**src/design/g2e_sqrt.sv**
```systemverilog
// ----------------------------------------------------------------------------
// g2e_sqrt: pipelined integer square root
// Floor square root of a 64-bit value, one result bit per stage.
// ----------------------------------------------------------------------------
`default_nettype none

module g2e_sqrt #(
  parameter int SW = 1
) (
  input  logic          clk_i,
  input  logic          rst_ni,
  input  logic          en_i,
  input  logic          valid_i,
  input  logic [SW-1:0] side_i,
  input  logic [63:0]   v_i,
  output logic          valid_o,
  output logic [SW-1:0] side_o,
  output logic [31:0]   r_o
);

  logic [33:0]   rem_q  [32];
  logic [31:0]   root_q [32];
  logic [63:0]   v_q    [32];
  logic          vld_q  [32];
  logic [SW-1:0] side_q [32];

  for (genvar k = 0; k < 32; k++) begin : g_stage
    logic [33:0]   rem_p;
    logic [31:0]   root_p;
    logic [63:0]   v_p;
    logic          vld_p;
    logic [SW-1:0] side_p;
    logic [35:0]   rem_sh, trial;
    logic          ge;

    if (k == 0) begin : g_first
      assign rem_p  = '0;
      assign root_p = '0;
      assign v_p    = v_i;
      assign vld_p  = valid_i;
      assign side_p = side_i;
    end else begin : g_next
      assign rem_p  = rem_q[k-1];
      assign root_p = root_q[k-1];
      assign v_p    = v_q[k-1];
      assign vld_p  = vld_q[k-1];
      assign side_p = side_q[k-1];
    end

    assign rem_sh = {rem_p, v_p[63:62]};
    assign trial  = {2'b00, root_p, 2'b01};
    assign ge     = rem_sh >= trial;

    always_ff @(posedge clk_i or negedge rst_ni) begin
      if (!rst_ni) begin
        vld_q[k] <= 1'b0;
      end else if (en_i) begin
        vld_q[k] <= vld_p;
      end
    end

    always_ff @(posedge clk_i) begin
      if (en_i) begin
        rem_q[k]  <= ge ? 34'(rem_sh - trial) : rem_sh[33:0];
        root_q[k] <= {root_p[30:0], ge};
        v_q[k]    <= v_p << 2;
        side_q[k] <= side_p;
      end
    end
  end

  assign valid_o = vld_q[31];
  assign side_o  = side_q[31];
  assign r_o     = root_q[31];

endmodule

`default_nettype wire

```
**config.mk**
```make
export PLATFORM = sky130hd
export DESIGN_NAME = g2e_sqrt
export DESIGN_NICKNAME = d
export VERILOG_FILES = /design/src/design/g2e_sqrt.sv
export SDC_FILE = /design/constraint.sdc
export NUM_CORES = 2
export LEC_CHECK = 0
export BUFFER_PORTS_ARGS = -buffer_cell sky130_fd_sc_hd__buf_4
export CORE_MARGIN = 3
export CORE_UTILIZATION = 64
export DETAILED_ROUTE_END_ITERATION = 7
export PLACE_DENSITY = 0.83
export SLEW_MARGIN = 20
export SYNTH_ARGS = -nofsm -noshare
export SYNTH_HDL_FRONTEND = slang
export SYNTH_MEMORY_MAX_BITS = 65536
export SYNTH_SLANG_ARGS = --single-unit
```
**constraint.sdc**
```tcl
create_clock -name clk_i -period 4.84 [get_ports clk_i]
set_input_delay 0.242 -clock clk_i [delete_from_list [all_inputs] [get_ports clk_i]]
set_output_delay 0.242 -clock clk_i [all_outputs]
set_load 0.01 [all_outputs]
```
Yosys cells after proc, flatten, opt, wreduce, memory -nomap -nowiden
Memory sizes are Yosys's and may differ from the RTL's.
Cells that the tools add are included.
{ "classes": {"mux": 34, "n_lt_le_gt_ge": 32, "n_addsub": 32} }
{ "ops": {"columns": ["cell", "count"], "rows": [
  [">= comparator 36 x 34 -> 1 bit", 31],
  ["2-to-1 mux 34 bit", 32],
  ["subtractor 34 bit", 31],
  ["subtractor 2 x 1 -> 3 bit, second input constant", 1],
  [">= comparator 2 x 1 -> 1 bit, second input constant", 1],
  ["2-to-1 mux 1 bit", 2]
]} }
{ "word_totals": {"ramBits": 4128, "memories": 4, "reg_bits": 32, "in_bits": 69} }
{ "memory_table": {"columns": ["name", "words", "word_bits", "rd", "rd_clocked_by_memory_dff", "wr", "line", "rtl"], "rows": [
  ["v_q", 32, 62, 31, 0, 32, "23", "logic [63:0] v_q [32];"],
  ["rem_q", 32, 34, 31, 0, 32, "21", "logic [33:0] rem_q [32];"],
  ["root_q", 32, 32, 32, 0, 32, "22", "logic [31:0] root_q [32];"],
  ["side_q", 32, 1, 32, 0, 32, "25", "logic [SW-1:0] side_q [32];"]
]} }

Longest topological paths before layout
An unclocked memory read counts as a cell.
{ "depth": {"word_depth": 3, "ltp_mapped": 15, "mapped_depth_nobuf": 12} }

Worst setup path after synthesis
No wires, ideal clock.
{ "synth_path": {"kind": "register to register", "start": "memory rem_q[14][20]", "end": "memory rem_q[15][10], data pin", "period_less_slack_ns": 3.491, "arrival_ns": 3.230, "n_path_buf": 1, "slack_ns": 1.349, "stages_incl_launch_ff": 9, "cell_sequence": "edfxtp_1 -> or4_4 -> or4_4 -> or4b_4 -> or3_1 -> a211o_1 -> a211o_1 -> buf_6 -> mux2_4"} }
{ "synth_rtl": {"columns": ["item", "line"], "rows": [
  ["start, declared", "21"]
]} }

==> run metrics <==
status finished clean; EDFF count, synth approximately 2600; number of global-route vias before repair between 70000 and 80000; syn avg cell area between 10 and 15 µm²; CTS Sinks 2587; Crit. End Element register; Max H-tree Level 5; Critical R2R Launch rem_q[29][0]; Final min period between 4 and 5 ns; FF+latch area just under 0.08 mm²; max_cap viols 0; met1 WL 104000 µm; Pins Over Slew Limit 0; Starting Density ~65%; GPL Wtd Cong around 0.95; final hold slack 0.0560 ns; # IOs 103; dpl cell area approximately 0.12 mm²; Setup WS post-layout between 0.6 and 0.7 ns; Critical Path RT about 5.5 ns; unrepaired setup endpoints after global routing no; DRT iter0 DRCs about 6900; Min-Delay Startpoint v_i[31]; DIE HEIGHT ~440 µm; Synth async-reset ratio under 10%; crit-path max FO 26; largest net degree at the start of global routing 168; Slew headroom 27.1%; setup repair bufs after CTS 0; GRT Total Usage 26.2%; post-route ant nets 0; hold crit path type in2reg; PortBufs about 100; max layer used met5; routed wire length per instance 20.5 µm; post-route setup TNS 0 ns; total power ~0.064 W; Synth Flop Type edfxtp_1; DRT Pass-1 Iters 7; Arrival @ worst endpoint between 4 and 5 ns; Setup CP Type reg2reg; Via Count approximately 75000; Peak VDD IR a little over 500 µV; via-per-instance ratio 6.01; YS warnings 0; Setup crit start kind register; worst slew pin tran 1.09 ns; multi-input logic area between 0.03 and 0.04 mm²; CTS tree built; die extent in x around 440 µm; design area between 0.1 and 0.15 mm²; Seq/Total Area, Yosys 64.5%; Remaining Overflow, GRT 0; routed wire length 254000 µm; DIE AREA a little under 0.2 mm²; number of placement rows about 160; initial antenna violation count 3; core area ~0.19 mm²; Pwr Density 477 mW/mm²; Final nets 10300; synth-to-layout area growth 11.7%; Yosys reg bits around 2600; DP HPWL ~170000 µm; Final Cycle Share a little under nine tenths; Final setup viols 0; pre-CTS WS just under 0.8 ns; CTS root buf clkbuf_16; met3 wire length 13700 µm; Post-Syn Instances a little over 9000; Syn Std Cell Area around 0.12 mm²; Synth cell types 90; Fmax achieved between 200 and 250 MHz; wire length on met2 around 130000 µm; # DRC 0; clk_lat worst skew about 0.9 ns; # fillers 11900; share of post-route cells with drive strength above 1 ~7.3%; critical path startpoint rem_q[29][0]; Worst-path clk slew roughly 0.060 ns; number of buffers created by CTS 279; Max Root-Sink Buffers 4; first-pass GRT wire length about 400000 µm; Clock Skew 0.0487 ns; final hold vios 0; Synthesized Nets 9955; leak pwr between 50 and 60 nW
==> routing by layer <==
layer	vias up	track usage (%)
met5	-	0
met4	4	11.5
met3	648	3.50
met2	2641	44.3
met1	35900	34.1
li1	35300	-
==> layout by cell type, fill, tap and decap left out, types with 122 or more instances in the layout <==
| master | netlist | layout |
|---|---|---|
| a21o_1 | 224 | 224 |
| a21oi_1 | 516 | 516 |
| buf_4 | 2 | 163 |
| clkbuf_16 | 0 | 285 |
| dlygate4sd3_1 | 0 | 122 |
| edfxtp_1 | 2555 | 2555 |
| ha_1 | 562 | 562 |
| inv_1 | 717 | 717 |
| nand2_1 | 697 | 697 |
| nand3_1 | 156 | 156 |
| nor2_1 | 542 | 542 |
| nor3_1 | 227 | 227 |
| o21ai_0 | 572 | 571 |
| xnor2_1 | 420 | 420 |
| xor2_1 | 421 | 421 |
==> report_power, final <==
group / switching [W] / internal (W) / total [W] / leakage (nW)
combinational: 0.00775 / 0.00540 / 0.0132 / 22.1
clock: 0.00840 / 0.0121 / 0.0205 / 4.25
sequential: 0.00202 / 0.0284 / 0.0304 / 25.0
==> synthesized netlist by cell type, drive strengths merged (118+ instances only) <==
library cell  instances  area, µm²
a21o                224       1680
a21oi               516       2580
clkbuf              176        661
edfxtp             2555      76700
ha                  562       7030
inv                 717       2690
nand2               697       2620
nand3               156        781
nor2                542       2030
nor3                227       1140
nor4                118        753
o21ai               579       2900
xnor2               421       3690
xor2                421       3690
==> flip-flops by register name, indices dropped and copies added, names as in the netlist <==
signal,cells
g_stage.vld_p,31
rem_q,1003
root_q,528
v_q,992
side_q,32
valid_o,1
==> final timing paths <==
kind	to	cells after the start	slack, ns
max	rem_q[30][11]	12	0.67
min	v_q[0][31]	2	0.06
max reg2reg	rem_q[30][11]	12	0.67
min reg2reg	v_q[12][50]	0	0.39
max in group asynchronous	g_stage[9].vld_p	4	4.26
min in group asynchronous	g_stage[15].vld_p	4	0.40
==> final cells by class <==
type | count | area share [%]
multi-input combinational | 5823 | 29.2
tap | 2480 | 2.31
sequential | 2587 | 57.8
antenna | 1 | 0.00186
clock buffer | 324 | 5.42
timing repair buffer | 308 | 2.17
inverter | 719 | 2.01
clock inverter | 153 | 1.09
==> what timing repair did <==
| action | 4_1_cts | 5_1_grt |
|---|---|---|
| gates resized for setup | 0 | 0 |
| hold endpoints to repair | 139 | 0 |
| hold buffers | 123 | 0 |
==> worst max-delay path, stage by stage (launching register included) <==
cell and delay [ns]:
edfxtp_1 0.41, ha_1 0.38, nor2b_1 0.20, o31a_1 0.20, o31a_1 0.19, o31a_1 0.33, o21ai_0 0.20, nor2_1 0.26
a21oi_1 0.12, buf_4 0.17, inv_1 0.64, buf_4 0.41, mux2_2 0.38
==> stage by stage <==
step           instances  util, %
4_1_cts            12400     72.1
6_report           12400     72.2
3_5_place_dp       11800     66.8
2_1_floorplan       9324        -
3_3_place_gp       11800     66.8
5_1_grt            12400     72.1
==> cells by family after synthesis <==
| group | Yosys count | synth area share (%) |
|---|---|---|
| multiplexers | 93 | 0.880 |
| AO/OA/AOI/OAI | 1914 | 9.84 |
| adder cells (fa/ha/maj) | 562 | 5.85 |
| other | 1 | 0.00312 |
| XOR/XNOR | 842 | 6.14 |
| AND/OR/NAND/NOR | 2411 | 9.87 |
| buffers and inverters | 914 | 2.88 |
| flip-flops | 2587 | 64.5 |
Power figures use the tool's default switching activity.
