===== config.mk =====
export PLATFORM = sky130hd
export DESIGN_NAME = g2e_mul
export DESIGN_NICKNAME = d
export VERILOG_FILES = /design/src/design/g2e_mul.sv
export SDC_FILE = /design/constraint.sdc
export NUM_CORES = 2
export LEC_CHECK = 0
export BUFFER_PORTS_ARGS = -buffer_cell sky130_fd_sc_hd__buf_4
export CORE_UTILIZATION = 45
export DETAILED_ROUTE_END_ITERATION = 7
export GPL_TIMING_DRIVEN = 0
export MAX_ROUTING_LAYER = met4
export PLACE_DENSITY = 0.65
export SETUP_SLACK_MARGIN = 0.02
export SYNTH_ARGS = -nofsm -noshare
export SYNTH_HDL_FRONTEND = slang
export SYNTH_SLANG_ARGS = --single-unit

===== constraint.sdc =====
create_clock -name clk_i -period 10.36 [get_ports clk_i]
set_input_delay 1.554 -clock clk_i [delete_from_list [all_inputs] [get_ports clk_i]]
set_output_delay 1.554 -clock clk_i [all_outputs]
set_load 0.1 [all_outputs]

===== src/design/g2e_mul.sv =====
// ----------------------------------------------------------------------------
// g2e_mul: two-stage unsigned multiplier
// Four partial products, split at bit 32, in the first stage, their sum in the second.
// ----------------------------------------------------------------------------
`default_nettype none

module g2e_mul #(
  parameter int WA = 33,
  parameter int WB = 33,
  parameter int SW = 1
) (
  input  logic               clk_i,
  input  logic               rst_ni,
  input  logic               en_i,
  input  logic               valid_i,
  input  logic [SW-1:0]      side_i,
  input  logic [WA-1:0]      a_i,
  input  logic [WB-1:0]      b_i,
  output logic               valid_o,
  output logic [SW-1:0]      side_o,
  output logic [WA+WB-1:0]   p_o
);

  localparam int PW = WA + WB;
  localparam int AH = WA - 32;
  localparam int BH = WB - 32;

  logic [63:0]      p00_q;
  logic [WB-1:0]    p01_q;
  logic [WA-1:0]    p10_q;
  logic [AH+BH-1:0] p11_q;
  logic [PW-1:0]    p_q;
  logic             v1_q, v2_q;
  logic [SW-1:0]    s1_q, s2_q;

  always_ff @(posedge clk_i or negedge rst_ni) begin
    if (!rst_ni) begin
      v1_q <= 1'b0;
      v2_q <= 1'b0;
    end else if (en_i) begin
      v1_q <= valid_i;
      v2_q <= v1_q;
    end
  end

  always_ff @(posedge clk_i) begin
    if (en_i) begin
      p00_q <= a_i[31:0] * b_i[31:0];
      p01_q <= a_i[31:0] * b_i[WB-1:32];
      p10_q <= a_i[WA-1:32] * b_i[31:0];
      p11_q <= a_i[WA-1:32] * b_i[WB-1:32];
      s1_q  <= side_i;
      p_q   <= PW'(p00_q) + (PW'(p01_q) << 32) + (PW'(p10_q) << 32) + (PW'(p11_q) << 64);
      s2_q  <= s1_q;
    end
  end

  assign valid_o = v2_q;
  assign side_o  = s2_q;
  assign p_o     = p_q;

endmodule

`default_nettype wire


-- After elaboration in Yosys (flattened, before gate mapping)
Cells that the tools add are included.
- register bits after elaboration: 202
- output and inout bits: 68
- add/subtract/negate cells: 3
- multiply operators: 4
- operators with widths (kind ; number):
    adder 64 x 65 -> 66 bit ; 1
    adder 66 x 65 -> 66 bit ; 1
    adder 66 bit ; 1
    multiplier 32 x 32 -> 64 bit ; 1
    multiplier 1 x 32 -> 33 bit ; 1
    multiplier 32 x 1 -> 33 bit ; 1
    multiplier 1 x 1 -> 2 bit ; 1

-- Logic depth before layout (Yosys ltp)
- depth in word-level cells: 3
- gate-level depth with buffers: 27
- depth with buffers taken out: 25

-- Worst setup path before layout
No wires, ideal clock.
- path type: input-to-reg
- start: in a_i[25]
- end: reg p00_q[63] (data pin)
- data arrival time: 8.004 ns
- setup slack: 2.095 ns
- stages: 24
- buffers on the path: 1
- path through: clkbuf_1 -> and2_1 -> fa_1 -> fa_1 -> inv_1 -> fa_1 -> fa_1 -> inv_1 -> fa_1 -> fa_1 -> fa_1 -> inv_1 -> fa_1 -> inv_1 -> ha_1 -> nand4_1 -> or3_4 -> o22ai_1 -> a211oi_1 -> a211o_1 -> o211ai_2 -> nand2_4 -> o311ai_4 -> xnor2_1
- word-level cells in the longest chain between the ends: 1
- ends and longest elaborated chain (item ; RTL line ; source):
    from (decl) ; 17 ; input logic [WA-1:0] a_i,
    multiplier 32 x 32 -> 64 bit ; 48 ; p00_q <= a_i[31:0] * b_i[31:0];
    to (signal assigned) ; 48 ;
    to (decl) ; 28 ; logic [63:0] p00_q;
No other way between the ends.
A chain may end at the register's enable or synchronous reset.

-- Worst setup path in the final report
- start: in b_i[10]
- end: reg p00_q[56] (data pin)
- word-level cells in the longest chain between the ends: 1
- ends and longest elaborated chain (item ; RTL line ; source):
    from (decl) ; 18 ; input logic [WB-1:0] b_i,
    multiplier 32 x 32 -> 64 bit ; 48 ;
No other way between the ends.

==> results.txt <==
The run finished with clean final reports. For this design, the slowest cell found on the critical path is sky130_fd_sc_hd__clkbuf_1. The net count of the mapped netlist came out at 5514. The maximum number of pins on one net before global-route repair came out at 130.

The final cell utilization of the core is 0.492. The maximum clock frequency came out at 97.9 MHz. The synthesized netlist contains 79 unique library cells. The clock-pin slew reported for the worst setup and hold paths after clock tree synthesis is 0.08 ns.

By instance count, the cell type seen most on the critical path is sky130_fd_sc_hd__fa_1. The detailed-placement wirelength estimate is 120000 um. The clock latency on the worst-skew pair is 0.46 ns.

The worst setup path is captured at a register. The fraction of layout cells with a size suffix above 1 is 0.0490. The part of the cycle the worst path needs is 0.986.

The number of DRC violations after detailed-routing iteration 0 came out at 3519. The clock sink total came out at 199. By area the synthesized netlist is led by sky130_fd_sc_hd__fa_1 44%, sky130_fd_sc_hd__edfxtp_1 14%, sky130_fd_sc_hd__and2_1 9.9%, sky130_fd_sc_hd__ha_1 8.8%, sky130_fd_sc_hd__inv_1 7.8%.

The fraction of the yosys area taken by sequential cells is 0.142. The overall die width came out at 308 um. The total buffers and inverters traversed by the critical path is 5.

The time the final worst path needs with I/O delays and setup is 10.21 ns. The total standard cell area after synthesis is 0.0421 sq mm. STA puts the critical path data arrival time at 10.41 ns. Ranked by instance count, the synthesized netlist is headed by 929 x sky130_fd_sc_hd__fa_1, 869 x sky130_fd_sc_hd__inv_1, 666 x sky130_fd_sc_hd__and2_1, 499 x sky130_fd_sc_hd__nand2_1, 295 x sky130_fd_sc_hd__ha_1.

In this run the mean area of a mapped cell was 9.97 sq um. The signal on the critical path passes through buf_4 > clkbuf_1 > and2_1 > fa_1 > fa_1 > inv_1 > fa_1 > fa_1 > fa_1 > inv_1 > fa_1 > fa_1 > fa_1 > ha_1 > clkbuf_1 > nand3_1 > nor3b_1 > nor3b_2 > o31ai_1 > a32oi_1 > a221oi_2 > o31ai_2 > a31oi_1 > xnor2_1. The first global-routing pass estimated 215000 um of wire. Setup violations remaining at the end of the flow were counted as 0. The initial core utilization is 0.457. Using the TritonRoute via totals, the vias-per-cell ratio works out to 5.53. The final count of hold timing violations is 0. The number of nets with antenna violations after detailed routing came out at 0.

In this run the vertical extent of the chip is 308 um. The area inside the core boundary is 0.0921 sq mm. For the final routed database, the setup TNS stands at 0 ns. The met2 track utilization from global routing is 0.481. The number of cells produced by synthesis came out at 4219.

The number of flip-flops and latches in the synthesized netlist is 199. The cell type with the largest total area after synthesis is sky130_fd_sc_hd__fa_1. The area after detailed placement came out at 0.0447 sq mm. The area growth from synthesis to layout is 7.76%.

The total number of H-tree levels is 4. The number of top-level design ports is 139. The global-route track usage on met1 is 0.424. The cell area after layout is 0.0453 sq mm. In this run the core area contains 111 standard-cell rows. The required time of the critical path is 10.56 ns. The number of global-route vias before repair is 31930. The number of warnings issued by yosys came out at 0. The maximum single-stage delay on the critical path came out at 1.00 ns.

The worst pin sits at a relative slew slack of 0.0672. For this run, the post-layout net count is 5671. In the global route stage, overall resource usage came out at 0.330. The overflow left after global routing is 0.

The count of fill cells added during filler insertion is 8613. The met3 routing resource usage after global routing came out at 0.0941. The min-delay analysis places its worst path in the category register to register. The number of buffers created by CTS came out at 17. The routed length per instance came out at 26.2 um. The cell family contributing the most delay on the critical path is adder cells. The number of flops mapped to enable cells by yosys is 197. The DRC violation count after routing came out at 0. The post-cts resize count came out at 0. The share of flip-flops with an asynchronous set or reset after synthesis is 0.0101. The main flop type after synthesis is sky130_fd_sc_hd__edfxtp_1. Post-CTS timing repair inserted 0 buffers for setup. The number of iterations in the first detailed-routing pass came out at 6.

The vias after detailed routing is 31286. The total length of routed wires is 148000 um. The initial antenna violation count is 21. The count of hold buffers inserted by post-cts repair is 0.

Hold timing on the final database bottoms out at a slack of 0.420 ns. After global routing, the most crowded layer is met2. Across all register-to-register paths, the minimum setup slack is 6.35 ns. TritonCTS built the clock tree. The number of input and output port buffers inserted came out at 138. The root buffer cell is sky130_fd_sc_hd__clkbuf_16. The kind of critical path is input pin to register. The top fanout value on the critical path came out at 10. The transition time at the pin with the least slew margin is 1.40 ns.

The dominant cell by count in the synthesized netlist is sky130_fd_sc_hd__fa_1. The total count of max-transition violations in the final report was 0. The final estimated routing congestion in global placement is 1.06. Max-cap violations in this run came to 0.

The largest clock skew in the final design is 0.0238 ns. The die covers 0.0947 sq mm. The maximum count of clock buffers along a single path is 2.

The kind of start point of the critical path is an input pin. The proportion of netlist area held by the largest area contributor is 0.442.
[metal layers]
layer,part of all wire,wire length (um),up-vias
li1,-,-,13007
met2,0.43,64100,1881
met4,0.057,8480,0
met1,0.39,57400,16004
met5,0,0,-
met3,0.12,18200,394
[worst reg2reg max path, stage by stage, from the launching register on]
cell and delay [ns]:
sky130_fd_sc_hd__edfxtp_1 0.39, sky130_fd_sc_hd__fa_1 0.54, sky130_fd_sc_hd__ha_1 0.19, sky130_fd_sc_hd__inv_1 0.08
sky130_fd_sc_hd__fa_1 0.47, sky130_fd_sc_hd__nor2b_1 0.14, sky130_fd_sc_hd__o21ai_1 0.09, sky130_fd_sc_hd__a21o_1 0.21
sky130_fd_sc_hd__a31oi_2 0.27, sky130_fd_sc_hd__a221o_1 0.31, sky130_fd_sc_hd__a31oi_4 0.15, sky130_fd_sc_hd__o31ai_2 0.44
sky130_fd_sc_hd__a2111oi_0 0.18, sky130_fd_sc_hd__a311o_1 0.31
[state kept, by name, summed over array words and instances (netlist names)]
name,count
p_o,66
p00_q,64
p01_q,32
p10_q,32
p11_q,1
s1_q,1
side_o,1
v1_q,1
valid_o,1
[metrics by stage]
| step | cells | worst slack [ns] |
|---|---|---|
| finish | 5653 | 0.149 |
| detailed placement | 5601 | -0.255 |
| floorplan | 4219 | 2.10 |
| CTS | 5632 | 0.230 |
| global route | 5645 | -0.0434 |
| global placement | 5600 | -0.230 |
[final cells by class]
class | instances | area [sq um] | share of cell area
timing repair buffer | 139 | 1070 | 0.0236
clock inverter | 14 | 156 | 0.00345
clock buffer | 17 | 425 | 0.00938
tap | 1243 | 1560 | 0.0343
multi-input combinational | 2924 | 31900 | 0.705
inverter | 869 | 3260 | 0.0720
antenna | 22 | 55.1 | 0.00121
sequential | 199 | 5970 | 0.132
buffer | 226 | 901 | 0.0199
[final timing paths]
kind                                          start                   to  cells past startpoint
worst max-delay path                        b_i[10]  p00_q[56]$_DFFE_PP_                     24
worst min-delay path             p00_q[9]$_DFFE_PP_     p_o[9]$_DFFE_PP_                      0
worst max register to register  p00_q[33]$_DFFE_PP_    p_o[59]$_DFFE_PP_                     13
worst min register to register   p00_q[9]$_DFFE_PP_     p_o[9]$_DFFE_PP_                      0
max in group asynchronous                    rst_ni  valid_o$_DFFE_PN0P_                      1
min in group asynchronous                    rst_ni     v1_q$_DFFE_PN0P_                      1
[cell families after synthesis]
kind of cell / count (synthesis) / synth area share
adder cells (fa/ha/maj): 1224 / 0.530
buffers and inverters: 1096 / 0.0989
AO/OA/AOI/OAI: 283 / 0.0457
XOR/XNOR: 86 / 0.0179
multiplexers: 3 / 0.000773
flip-flops: 199 / 0.142
AND/OR/NAND/NOR: 1328 / 0.165
[cells in the final DEF, fill, tap and decap left out, types with 12 or more instances in the layout]
master                      Yosys  routed
sky130_fd_sc_hd__a21o_1        39      39
sky130_fd_sc_hd__a21oi_1       84      84
sky130_fd_sc_hd__and2_1       666     666
sky130_fd_sc_hd__and3_1        13      13
sky130_fd_sc_hd__buf_4          2     139
sky130_fd_sc_hd__clkbuf_1     213     211
sky130_fd_sc_hd__clkbuf_16      0      17
sky130_fd_sc_hd__diode_2        0      22
sky130_fd_sc_hd__edfxtp_1     197     197
sky130_fd_sc_hd__fa_1         929     929
sky130_fd_sc_hd__ha_1         295     295
sky130_fd_sc_hd__inv_1        869     869
sky130_fd_sc_hd__nand2_1      499     499
sky130_fd_sc_hd__nand3_1       25      25
sky130_fd_sc_hd__nand4_1       24      24
sky130_fd_sc_hd__nor2_1        46      46
sky130_fd_sc_hd__nor3_1        12      12
sky130_fd_sc_hd__o21ai_0       42      42
sky130_fd_sc_hd__o21bai_1      19      19
sky130_fd_sc_hd__xnor2_1       52      52
sky130_fd_sc_hd__xor2_1        34      34
Power is not shown: default switching activity piles up to over one toggle a cycle in this logic, so the estimate is an artifact.
